File: src/rtl/core/cps_pkg.sv
// Shared types and constants for the contactor precharge sequencer.
// Used by every module of the block; depends on nothing.
package cps_pkg;

  localparam logic [1:0] KIND_TICK  = 2'd0;
  localparam logic [1:0] KIND_CLOSE = 2'd1;
  localparam logic [1:0] KIND_OPEN  = 2'd2;

  localparam logic [2:0] REG_TICK_PERIOD   = 3'd0;
  localparam logic [2:0] REG_NEG_DELAY     = 3'd1;
  localparam logic [2:0] REG_POS_DELAY     = 3'd2;
  localparam logic [2:0] REG_PRE_TIMEOUT   = 3'd3;
  localparam logic [2:0] REG_RATIO         = 3'd4;
  localparam logic [2:0] REG_SIM_PRECHARGE = 3'd5;

  localparam int QUEUE_DEPTH = 2;

  localparam logic [2:0] RELAY_OFF = 3'b000;
  localparam logic [2:0] RELAY_NEG = 3'b001;
  localparam logic [2:0] RELAY_PRE = 3'b010;
  localparam logic [2:0] RELAY_POS = 3'b100;

  typedef enum logic [1:0] {
    OP_TICK,
    OP_CLOSE,
    OP_OPEN
  } op_t;

  typedef enum logic [2:0] {
    ST_OFF     = 3'd0,
    ST_NEG     = 3'd1,
    ST_PRE     = 3'd2,
    ST_POS     = 3'd3,
    ST_RUN     = 3'd4,
    ST_OPENING = 3'd5,
    ST_FAULT   = 3'd6
  } pack_state_t;

  typedef struct packed {
    op_t  op;
    logic pack;
    logic fault;
    logic volt_ok;
  } qentry_t;

  typedef struct packed {
    logic [9:0]  tick_period_ms;
    logic [15:0] negative_delay_ms;
    logic [15:0] positive_delay_ms;
    logic [15:0] precharge_timeout_ms;
    logic [8:0]  complete_ratio_q8;
    logic        simulated_precharge;
  } cfg_t;

endpackage

File: src/rtl/core/cps_front.sv
// Front end: accepts input transfers, drops items that give no effect and
// classifies the rest, including the bus voltage judgement. Uses cps_pkg.
module cps_front #(
  parameter int PACKS = 2
) (
  input  logic              in_valid,
  output logic              in_ready,
  input  logic [1:0]        kind,
  input  logic              pack,
  input  logic              pack_fault,
  input  logic              system_fault,
  input  logic [13:0]       pack_voltage,
  input  logic [13:0]       bus_voltage,
  input  logic [8:0]        ratio_q8,
  input  logic              q_full,
  output logic              push,
  output cps_pkg::qentry_t  entry
);
  import cps_pkg::*;

  logic [22:0] lhs;
  logic [22:0] rhs;
  logic        kind_ok;
  logic        pack_ok;

  assign lhs = {1'b0, bus_voltage, 8'b0};
  assign rhs = {9'b0, pack_voltage} * {14'b0, ratio_q8};

  assign in_ready = !q_full;
  assign kind_ok  = (kind == KIND_TICK) || (kind == KIND_CLOSE) || (kind == KIND_OPEN);
  assign pack_ok  = (32'(pack) < PACKS);
  assign push     = in_valid && in_ready && kind_ok && pack_ok;

  always_comb begin
    case (kind)
      KIND_CLOSE: entry.op = OP_CLOSE;
      KIND_OPEN:  entry.op = OP_OPEN;
      default:    entry.op = OP_TICK;
    endcase
    entry.pack    = pack;
    entry.fault   = pack_fault || system_fault;
    entry.volt_ok = (pack_voltage != 14'd0) && (lhs >= rhs);
  end

endmodule

File: src/rtl/core/cps_queue.sv
// Short queue of classified items between the front and back ends.
// Uses cps_pkg for the entry type and depth.
module cps_queue (
  input  logic              clk,
  input  logic              rst,
  input  logic              push,
  input  cps_pkg::qentry_t  wr_entry,
  input  logic              pop,
  output logic              q_valid,
  output logic              q_full,
  output cps_pkg::qentry_t  rd_entry
);
  import cps_pkg::*;

  localparam int PTR_W = (QUEUE_DEPTH > 1) ? $clog2(QUEUE_DEPTH) : 1;
  localparam int CNT_W = $clog2(QUEUE_DEPTH + 1);

  qentry_t            mem [QUEUE_DEPTH];
  logic [PTR_W-1:0]   wr_ptr;
  logic [PTR_W-1:0]   rd_ptr;
  logic [CNT_W-1:0]   count;
  logic               do_push;
  logic               do_pop;

  assign q_valid  = (count != '0);
  assign q_full   = (count == CNT_W'(QUEUE_DEPTH));
  assign rd_entry = mem[rd_ptr];
  assign do_push  = push && !q_full;
  assign do_pop   = pop && q_valid;

  always_ff @(posedge clk) begin
    if (do_push) begin
      mem[wr_ptr] <= wr_entry;
    end
  end

  always_ff @(posedge clk) begin
    if (rst) begin
      wr_ptr <= '0;
      rd_ptr <= '0;
      count  <= '0;
    end else begin
      if (do_push) begin
        wr_ptr <= (wr_ptr == PTR_W'(QUEUE_DEPTH - 1)) ? '0 : wr_ptr + 1'b1;
      end
      if (do_pop) begin
        rd_ptr <= (rd_ptr == PTR_W'(QUEUE_DEPTH - 1)) ? '0 : rd_ptr + 1'b1;
      end
      if (do_push && !do_pop) begin
        count <= count + 1'b1;
      end else if (do_pop && !do_push) begin
        count <= count - 1'b1;
      end
    end
  end

endmodule

File: src/rtl/core/cps_back.sv
// Back end: per-pack sequencer state, request latches and the registered
// result stage. Uses cps_pkg for the entry, configuration and state types.
module cps_back #(
  parameter int PACKS = 2
) (
  input  logic              clk,
  input  logic              rst,
  input  cps_pkg::cfg_t     cfg,
  input  logic              q_valid,
  input  cps_pkg::qentry_t  q_entry,
  output logic              pop,
  output logic              out_valid,
  input  logic              out_ready,
  output logic              result_pack,
  output logic [2:0]        state_code,
  output logic              negative_on,
  output logic              precharge_on,
  output logic              positive_on,
  output logic              timeout_fault
);
  import cps_pkg::*;

  localparam int PIDX_W = (PACKS > 1) ? $clog2(PACKS) : 1;

  pack_state_t  state_arr [PACKS];
  logic [15:0]  timer_arr [PACKS];
  logic         close_arr [PACKS];
  logic         open_arr  [PACKS];
  logic [2:0]   drive_arr [PACKS];

  logic [PIDX_W-1:0] idx;
  pack_state_t       st_cur;
  pack_state_t       st_next;
  logic [15:0]       tm_adv;
  logic [15:0]       tm_next;
  logic [16:0]       tm_sum;
  logic              cl_next;
  logic              op_next;
  logic [2:0]        dr_next;
  logic              tout;
  logic              is_tick;

  assign idx     = PIDX_W'(q_entry.pack);
  assign st_cur  = state_arr[idx];
  assign pop     = q_valid && (!out_valid || out_ready);
  assign is_tick = (q_entry.op == OP_TICK);
  assign tm_sum  = {1'b0, timer_arr[idx]} + {7'b0, cfg.tick_period_ms};

  always_comb begin
    st_next = st_cur;
    cl_next = close_arr[idx];
    op_next = open_arr[idx];
    dr_next = drive_arr[idx];
    tout    = 1'b0;
    if ((st_cur == ST_NEG) || (st_cur == ST_PRE) || (st_cur == ST_POS)) begin
      tm_adv = tm_sum[16] ? 16'hFFFF : tm_sum[15:0];
    end else begin
      tm_adv = timer_arr[idx];
    end
    tm_next = timer_arr[idx];
    case (q_entry.op)
      OP_CLOSE: begin
        cl_next = 1'b1;
        op_next = 1'b0;
      end
      OP_OPEN: begin
        op_next = 1'b1;
        cl_next = 1'b0;
      end
      default: begin
        tm_next = tm_adv;
        if (q_entry.fault) begin
          dr_next = RELAY_OFF;
          cl_next = 1'b0;
          op_next = 1'b0;
          st_next = ST_FAULT;
        end else if (open_arr[idx]) begin
          dr_next = RELAY_OFF;
          op_next = 1'b0;
          st_next = ST_OFF;
        end else begin
          case (st_cur)
            ST_OFF: begin
              dr_next = RELAY_OFF;
              if (close_arr[idx]) begin
                cl_next = 1'b0;
                dr_next = RELAY_NEG;
                st_next = ST_NEG;
              end
            end
            ST_NEG: begin
              dr_next = drive_arr[idx] | RELAY_NEG;
              if (tm_adv >= cfg.negative_delay_ms) begin
                dr_next = drive_arr[idx] | RELAY_NEG | RELAY_PRE;
                st_next = ST_PRE;
              end
            end
            ST_PRE: begin
              dr_next = RELAY_NEG | RELAY_PRE;
              if (cfg.simulated_precharge) begin
                if (tm_adv >= cfg.positive_delay_ms) begin
                  dr_next = RELAY_NEG | RELAY_PRE | RELAY_POS;
                  st_next = ST_POS;
                end
              end else if (q_entry.volt_ok) begin
                dr_next = RELAY_NEG | RELAY_PRE | RELAY_POS;
                st_next = ST_POS;
              end else if (tm_adv >= cfg.precharge_timeout_ms) begin
                tout = 1'b1;
              end
            end
            ST_POS: begin
              dr_next = RELAY_NEG | RELAY_PRE | RELAY_POS;
              if (tm_adv >= cfg.positive_delay_ms) begin
                dr_next = RELAY_NEG | RELAY_POS;
                st_next = ST_RUN;
              end
            end
            ST_RUN: begin
              dr_next = RELAY_NEG | RELAY_POS;
            end
            ST_OPENING, ST_FAULT: begin
              dr_next = RELAY_OFF;
              st_next = ST_OFF;
            end
            default: begin
              dr_next = RELAY_OFF;
              st_next = ST_FAULT;
            end
          endcase
        end
        if (st_next != st_cur || q_entry.fault || open_arr[idx]) begin
          tm_next = 16'd0;
        end
      end
    endcase
  end

  always_ff @(posedge clk) begin
    if (rst) begin
      for (int i = 0; i < PACKS; i++) begin
        state_arr[i] <= ST_OFF;
        timer_arr[i] <= 16'd0;
        close_arr[i] <= 1'b0;
        open_arr[i]  <= 1'b0;
        drive_arr[i] <= RELAY_OFF;
      end
    end else if (pop) begin
      state_arr[idx] <= st_next;
      timer_arr[idx] <= tm_next;
      close_arr[idx] <= cl_next;
      open_arr[idx]  <= op_next;
      drive_arr[idx] <= dr_next;
    end
  end

  always_ff @(posedge clk) begin
    if (rst) begin
      out_valid <= 1'b0;
    end else if (pop && is_tick) begin
      out_valid <= 1'b1;
    end else if (out_ready) begin
      out_valid <= 1'b0;
    end
  end

  always_ff @(posedge clk) begin
    if (pop && is_tick) begin
      result_pack   <= q_entry.pack;
      state_code    <= st_next;
      negative_on   <= dr_next[0];
      precharge_on  <= dr_next[1];
      positive_on   <= dr_next[2];
      timeout_fault <= tout;
    end
  end

  a_tick_gives_result: assert property (@(posedge clk) disable iff (rst)
    pop && is_tick |=> out_valid)
    else $error("tick transfer did not produce a result");

  a_run_drive: assert property (@(posedge clk) disable iff (rst)
    out_valid && (state_code == ST_RUN) |->
      negative_on && positive_on && !precharge_on)
    else $error("run state with wrong relay drive");

  a_idle_drive: assert property (@(posedge clk) disable iff (rst)
    out_valid && ((state_code == ST_OFF) || (state_code == ST_FAULT)) |->
      !negative_on && !precharge_on && !positive_on)
    else $error("relays driven while off or faulted");

  a_timeout_state: assert property (@(posedge clk) disable iff (rst)
    out_valid && timeout_fault |-> (state_code == ST_PRE))
    else $error("timeout flagged outside precharge");

endmodule

File: src/rtl/core/contactor_precharge_sequencer.sv
// Top level of the contactor precharge sequencer: configuration registers
// and the front end, queue and back end. Uses cps_pkg, cps_front, cps_queue
// and cps_back.
//
// Input items arrive on a valid/ready channel: a tick for one pack, or a
// close or open request. Requests and ticks for a pack beyond PACKS, and the
// unused kind code, produce no result; every tick produces one result.
// The block takes one item per cycle while the queue is not full. A tick
// goes through the queue into the registered result stage while the
// receiver keeps up; behind a stalled receiver it waits in the queue.
// When the receiver stalls, the result register holds and the two-entry
// queue absorbs items; in_ready drops only when the queue is full.
// Configuration is a plain write port (cfg_we, cfg_index, cfg_data) and must
// be written while the block is idle; unknown indexes are ignored.
// Reset puts every pack in off with relays open, clears the latched
// requests and timers, and loads the default configuration.
module contactor_precharge_sequencer #(
  parameter int PACKS = 2
) (
  input  logic        clk,
  input  logic        rst,
  input  logic        in_valid,
  output logic        in_ready,
  input  logic [1:0]  kind,
  input  logic        pack,
  input  logic        pack_fault,
  input  logic        system_fault,
  input  logic [13:0] pack_voltage,
  input  logic [13:0] bus_voltage,
  output logic        out_valid,
  input  logic        out_ready,
  output logic        result_pack,
  output logic [2:0]  state_code,
  output logic        negative_on,
  output logic        precharge_on,
  output logic        positive_on,
  output logic        timeout_fault,
  input  logic        cfg_we,
  input  logic [2:0]  cfg_index,
  input  logic [15:0] cfg_data
);
  import cps_pkg::*;

  cfg_t    cfg;
  qentry_t wr_entry;
  qentry_t rd_entry;
  logic    push;
  logic    pop;
  logic    q_valid;
  logic    q_full;

  always_ff @(posedge clk) begin
    if (rst) begin
      cfg.tick_period_ms       <= 10'd10;
      cfg.negative_delay_ms    <= 16'd100;
      cfg.positive_delay_ms    <= 16'd100;
      cfg.precharge_timeout_ms <= 16'd5000;
      cfg.complete_ratio_q8    <= 9'd243;
      cfg.simulated_precharge  <= 1'b1;
    end else if (cfg_we) begin
      case (cfg_index)
        REG_TICK_PERIOD:   cfg.tick_period_ms       <= cfg_data[9:0];
        REG_NEG_DELAY:     cfg.negative_delay_ms    <= cfg_data;
        REG_POS_DELAY:     cfg.positive_delay_ms    <= cfg_data;
        REG_PRE_TIMEOUT:   cfg.precharge_timeout_ms <= cfg_data;
        REG_RATIO:         cfg.complete_ratio_q8    <= cfg_data[8:0];
        REG_SIM_PRECHARGE: cfg.simulated_precharge  <= cfg_data[0];
        default: begin
        end
      endcase
    end
  end

  cps_front #(.PACKS(PACKS)) u_front (
    .in_valid     (in_valid),
    .in_ready     (in_ready),
    .kind         (kind),
    .pack         (pack),
    .pack_fault   (pack_fault),
    .system_fault (system_fault),
    .pack_voltage (pack_voltage),
    .bus_voltage  (bus_voltage),
    .ratio_q8     (cfg.complete_ratio_q8),
    .q_full       (q_full),
    .push         (push),
    .entry        (wr_entry)
  );

  cps_queue u_queue (
    .clk      (clk),
    .rst      (rst),
    .push     (push),
    .wr_entry (wr_entry),
    .pop      (pop),
    .q_valid  (q_valid),
    .q_full   (q_full),
    .rd_entry (rd_entry)
  );

  cps_back #(.PACKS(PACKS)) u_back (
    .clk           (clk),
    .rst           (rst),
    .cfg           (cfg),
    .q_valid       (q_valid),
    .q_entry       (rd_entry),
    .pop           (pop),
    .out_valid     (out_valid),
    .out_ready     (out_ready),
    .result_pack   (result_pack),
    .state_code    (state_code),
    .negative_on   (negative_on),
    .precharge_on  (precharge_on),
    .positive_on   (positive_on),
    .timeout_fault (timeout_fault)
  );

endmodule
File: config.mk
export PLATFORM = sky130hd
export DESIGN_NAME = contactor_precharge_sequencer
export DESIGN_NICKNAME = d
export VERILOG_FILES = /design/src/rtl/core/cps_pkg.sv /design/src/rtl/core/cps_front.sv /design/src/rtl/core/cps_queue.sv /design/src/rtl/core/cps_back.sv /design/src/rtl/core/contactor_precharge_sequencer.sv
export SDC_FILE = /design/constraint.sdc
export NUM_CORES = 1
export LEC_CHECK = 0
export ABC_AREA = 1
export BUFFER_PORTS_ARGS = -buffer_cell sky130_fd_sc_hd__buf_2
export CELL_PAD_IN_SITES_DETAIL_PLACEMENT = 2
export CELL_PAD_IN_SITES_GLOBAL_PLACEMENT = 2
export CORE_ASPECT_RATIO = 0.6
export CORE_MARGIN = 1.5
export CORE_UTILIZATION = 25
export DETAILED_ROUTE_END_ITERATION = 6
export PLACE_DENSITY = 0.7
export SYNTH_ARGS = -nofsm -noshare
export SYNTH_HDL_FRONTEND = slang
export SYNTH_SLANG_ARGS = --single-unit
File: constraint.sdc
create_clock -name clk -period 7.1 [get_ports clk]
set_input_delay 0.71 -clock clk [delete_from_list [all_inputs] [get_ports clk]]
set_output_delay 0.71 -clock clk [all_outputs]
set_load 0.1 [all_outputs]
Word-level counts from Yosys, hierarchy flattened

Memories as Yosys holds them, arrays and structs flattened. A register that Yosys moved wholly into a read port is not among the register bits.
Cells that the tools add are included.

Multipliers: 1
Bitwise operators: 1
Magnitude comparators: 4
Eq/ne operators: 17
Add/subtract/negate cells: 5
Muxes and demuxes: 62
Reduce and logical (&&, ||, !) cells: 43

Operators with widths:

| operator                                            | count |
|---|---|
| two-way mux 16 bit                                  | 5 |
| two-way mux 3 bit                                   | 18 |
| >= comparator 16 bit                                | 3 |
| two-way mux 1 bit                                   | 31 |
| >= comparator 22 x 23 -> 1 bit                      | 1 |
| multiplier 14 x 9 -> 23 bit                         | 1 |
| case mux 3 bit (6 select lines)                     | 1 |
| adder 16 x 10 -> 17 bit                             | 1 |
| OR reduction 16 bit                                 | 1 |
| equality test 3 bit, second input constant          | 5 |
| case mux 3 bit (5 select lines)                     | 1 |
| nonzero test 14 bit                                 | 1 |
| equality test 3 x 2 -> 1 bit, second input constant | 4 |
| AND reduction 2 bit                                 | 6 |
| logical AND 1 bit                                   | 9 |
| logical OR 1 bit                                    | 8 |
| two-way mux 2 bit                                   | 4 |
| OR reduction 7 bit                                  | 1 |
| equality test 2 bit, second input constant          | 3 |
| equality test 3 x 1 -> 1 bit, second input constant | 2 |
| logical NOT 3 bit                                   | 2 |
| nonzero test 2 bit                                  | 3 |
| OR reduction 3 bit                                  | 2 |
| equality test 2 x 1 -> 1 bit, second input constant | 2 |
| 11 further kinds                                    | 18 |

RAM bits: 58
Memories: 6
Output and inout port bits: 10
Flip-flop bits (word level): 81
Logic and storage cells: 155

Memory list:

| memory           | words | bits a word | rd ports | clocked after Yosys merged registers in | wr ports | line            | text |
|---|---|---|---|---|---|---|---|
| u_back.timer_arr | 2     | 16          | 1        | 0                                       | 2        | cps_back.sv:26  | `logic [15:0] timer_arr [PACKS];` |
| u_queue.mem      | 2     | 5           | 1        | 1                                       | 1        | cps_queue.sv:18 | `qentry_t mem [QUEUE_DEPTH];` |
| u_back.drive_arr | 2     | 3           | 1        | 0                                       | 2        | cps_back.sv:29  | `logic [2:0] drive_arr [PACKS];` |
| u_back.state_arr | 2     | 3           | 1        | 0                                       | 2        | cps_back.sv:25  | `pack_state_t state_arr [PACKS];` |
| u_back.close_arr | 2     | 1           | 1        | 0                                       | 2        | cps_back.sv:27  | `logic close_arr [PACKS];` |
| u_back.open_arr  | 2     | 1           | 1        | 0                                       | 2        | cps_back.sv:28  | `logic open_arr [PACKS];` |

Logic depth before layout (Yosys ltp)

An unclocked memory read counts as a cell.

Depth in word-level cells: 18
Depth in mapped cells: 36
Depth with buffers taken out: 33

Hierarchy

From an unflattened synthesis, not the netlist that was laid out.

Cells, all modules: 1756
Area total of the unflattened synthesis: 13027.5 µm²

By module, submodules not included:

| module                        | area an instance (µm²) | cells an instance | instances | seq. area each (µm²) |
|---|---|---|---|---|
| cps_back                      | 5218.8                 | 687               | 1         | 1701.6 |
| cps_front                     | 4521.8                 | 635               | 1         | 0.0 |
| contactor_precharge_sequencer | 2681.3                 | 382               | 1         | 1361.3 |
| cps_queue                     | 605.6                  | 52                | 1         | 400.4 |

Worst setup path after synthesis

OpenSTA, ideal clock, no wires.

Kind: input port to flip-flop
Start: in pack_voltage[0]
End: mem u_queue.mem[0][0] (netlist bit) (data pin)
Slack: 1.366 ns
Data arrival time: 5.481 ns
Path buffers: 1
Cell stages on the path: 29
Cell sequence: clkbuf_1 nand2_1 fa_1 fa_1 inv_1 fa_1 fa_1 ha_1 a21oi_1 o21ai_0 a21o_1 a31oi_1 o21ai_0 nand3_1 nand2_1 xnor2_1 ha_1 inv_1 nor3_1 a211oi_1 nand2_1 nand2_1 nand2_1 nand2_1 nand2_1 nand2_1 nand2_1 nand2_1 nor2_1

RTL lines:

| element     | line                                | text |
|---|---|---|
| from (decl) | contactor_precharge_sequencer.sv:28 | `input logic [13:0] pack_voltage,` |
| to (decl)   | cps_queue.sv:18                     |  |

==> impl_metrics.ini <==
[job]
drv_cap = 0

[power]
p_int_mw = 2.90
switchingPower_mw = 3.15
leakagePower_nw = 6.96
swShare_pct = 52.1
ir_drop_mv = 0.213
power_density_nw_per_um2 = 433
pwr-share-comb_pct = 67.4
p_clk_share_pct = 15.5
p_seq_share_pct = 17.1

[die]
num_rows = 62
start_util_pct = 25.6
fp.dieH_um = 176
dieArea_um2 = 51000
core_um2 = 48400
io_pins = 67
die_x_um = 291

[synthesis]
postSynthCellCount = 1595
synth-seq-cells = 140
synth_fp_nets = 1858
yosysWarnings = 0
syn_area_um2 = 12400
async_flop_share_pct = 0
ys_seq_area_share_pct = 27.9
syn_area_per_cell_um2 = 7.78
synth_edf_count = 66
yosysUniqueCellTypes = 54
synthFlopType = dfxtp_1

[placement]
postPlaceCellArea_um2 = 13400
gp_congestion = 0.821
port_buffers = 66
hpwl_mm = 35.1

[timing]
fin_skew_ns = 0.0174
fin_crit_ns = 6.44
hold_viol = 0
max_clock_freq_mhz = 155
finalSetupViolCount = 0
worst_slew_pin_slew_ns = 1.05
period_share_pct = 90.7
rsz0062_at_grt = false
relSlewSlack_pct = 30.0
fin_setup_tns_ns = 0
drv_slew = 0

[setup_path]
cp_max_fo = 15
path_common_cell = nand2_1
path_class = reg2reg
cp-start-kind = flop
required_ns = 7.29
cp_slowest_cell = dfxtp_1
end_kind = flop
arrival_ns = 6.63
critPathMaxStageDelay_ns = 0.85

[routing]
vias = 10800
firstDrtPassIters = 5
drc_errors = 0
wl_per_cell_um = 19.0
postRouteAntennaNets = 0
wl_mm = 43.5
drt-initial-drc-count = 596
via_per_inst = 4.71

[layout]
final_common_cell = nand2_1
final_cell_mix = nand2_1 (383), inv_1 (281), a21oi_1 (131)
synthToLayoutAreaGrowth_pct = 12.6
finalInstanceArea_um2 = 14000
nets = 1896
layout-drive-gt1-share_pct = 9.30

[clock_tree]
post_cts_resized = 0
cts_made_buffers = 17
clock_latency_ns = 0.45
cts-hold-fix-buffers = 0
clk_pin_slew_ns = 0.07
clock_path_buffers = 2
cts_root_buf = clkbuf_16
htree_num_levels = 4
postCtsSetupRepairBufs = 0
cts_tree = built
numClockSinks = 140

[global_route]
grt_use_total_pct = 17.5
grt_max_degree = 66
grt_pass1_vias = 11600
antenna_found_initial = 1
gr-total-overflow = 0
grt_pass1_wl_mm = 68.5

[min_path]
hp-class = reg2reg

[run_status]
status = finished clean
==> worst max-delay path: cells and delay by family, from the launching register on <==
kind | cells | cell delay, ns
buffers and inverters | 2 | 0.16
and+or+nand+nor | 14 | 1.07
adders and majority gates | 6 | 2.77
DFF | 1 | 0.85
AOI/OAI and AO/OA | 5 | 1.18
xor gates and xnor gates | 1 | 0.14
==> cells by family (layout without fill, tap and decap cells) <==
group	count (synthesis)	after routing	share of synthesized area, %
DFF	140	140	27.9
and+or+nand+nor	625	625	22.3
muxes	2	2	0.262
AOI/OAI and AO/OA	252	252	11.0
xor gates and xnor gates	25	25	1.77
other	0	1	0
buffers and inverters	345	396	10.8
adders and majority gates	206	206	26.0
==> layer usage <==
layer / vias to the layer above / track usage, % / part of all wire [%]
li1: 5163 / - / -
met1: 5446 / 27.0 / 54
met2: 140 / 25.9 / 42
met3: 16 / 2.86 / 3.8
met4: 0 / 2.42 / 0.46
met5: - / 0 / 0
==> per-stage QoR <==
step	power, mW	util (%)	cells	worst slack, ns	hold slack [ns]
2_1_floorplan	3.94	-	1595	1.37	0.426
3_3_place_gp	4.92	27.6	2254	0.831	0.438
3_5_place_dp	5.12	27.6	2254	0.584	0.448
4_1_cts	6.11	28.8	2286	0.602	0.451
5_1_grt	6.68	28.8	2287	0.0925	0.457
6_report	6.05	28.8	2287	0.659	0.457
==> power by group through the flow <==
stage / Clock, mW / Combinational (mW) / Sequential (mW)
after CTS: 0.959 / 4.11 / 1.04
after global placement: 0 / 3.87 / 1.05
after global routing: 0.991 / 4.64 / 1.05
final: 0.939 / 4.08 / 1.03
after floorplan: 0 / 2.81 / 1.12
after detailed placement: 0 / 4.06 / 1.05
==> flip-flops by register name (all words and copies together), names as in the netlist, named ones only <==
register / flops
u_back.precharge_on: 1
u_back.close_arr: 2
u_back.state_code: 3
u_back.result_pack: 1
u_back.timer_arr: 32
u_queue.wr_ptr: 1
u_back.state_arr: 6
u_back.out_valid: 1
u_queue.mem: 10
u_back.open_arr: 2
u_queue.count: 2
u_back.negative_on: 1
u_queue.rd_ptr: 1
cfg: 68
u_back.drive_arr: 6
u_back.positive_on: 1
u_back.timeout_fault: 1
==> path summary, 6_finish.rpt <==
kind | from | slack (ns) | end | cells after the start
worst min register to register | u_queue.rd_ptr$_SDFFE_PP0P_ | 0.46 | u_queue.rd_ptr$_SDFFE_PP0P_ | 1
worst max register to register | cfg[3]$_SDFFE_PP0P_ | 0.66 | u_queue.mem[1][0]$_DFFE_PP_ | 28
worst max-delay path | cfg[3]$_SDFFE_PP0P_ | 0.66 | u_queue.mem[1][0]$_DFFE_PP_ | 28
worst min-delay path | u_queue.rd_ptr$_SDFFE_PP0P_ | 0.46 | u_queue.rd_ptr$_SDFFE_PP0P_ | 1
==> synth_stat cells, types with 3 or more instances <==
| library cell | count | area (µm²) |
|---|---|---|
| nand4_1 | 19 | 119 |
| a21o_1 | 4 | 30.0 |
| nand3b_1 | 5 | 37.5 |
| nor4_1 | 4 | 25.0 |
| nand2_4 | 3 | 33.8 |
| nor2_1 | 99 | 372 |
| xnor2_1 | 9 | 78.8 |
| or2_2 | 3 | 18.8 |
| buf_1 | 4 | 15.0 |
| dfxtp_1 | 74 | 1480 |
| nand3_1 | 55 | 275 |
| nor3_1 | 12 | 60.1 |
| nand2_1 | 383 | 1440 |
| ha_1 | 120 | 1500 |
| o211ai_1 | 8 | 60.1 |
| nor2_4 | 3 | 33.8 |
| a31oi_1 | 3 | 18.8 |
| inv_2 | 4 | 15.0 |
| o21ai_0 | 84 | 420 |
| fa_1 | 86 | 1720 |
| o31ai_1 | 4 | 30.0 |
| edfxtp_1 | 66 | 1980 |
| nand4_2 | 10 | 125 |
| and2_1 | 9 | 56.3 |
| nand2_2 | 12 | 75.1 |
| inv_1 | 282 | 1060 |
| a21oi_1 | 131 | 656 |
| clkbuf_1 | 46 | 173 |
| a211oi_1 | 3 | 22.5 |
| xor2_1 | 16 | 140 |
| o21bai_1 | 3 | 22.5 |
==> final cells by class <==
cell class	instances	area, µm²
Fill cell	5706	34400
Multi-Input combinational cell	1110	7600
Sequential cell	140	3460
Inverter	289	1090
Tap cell	640	801
Clock buffer	22	508
Timing Repair Buffer	75	398
Clock inverter	10	97.6
Antenna cell	1	2.50
No activity file was read; power rests on OpenSTA's default activity.
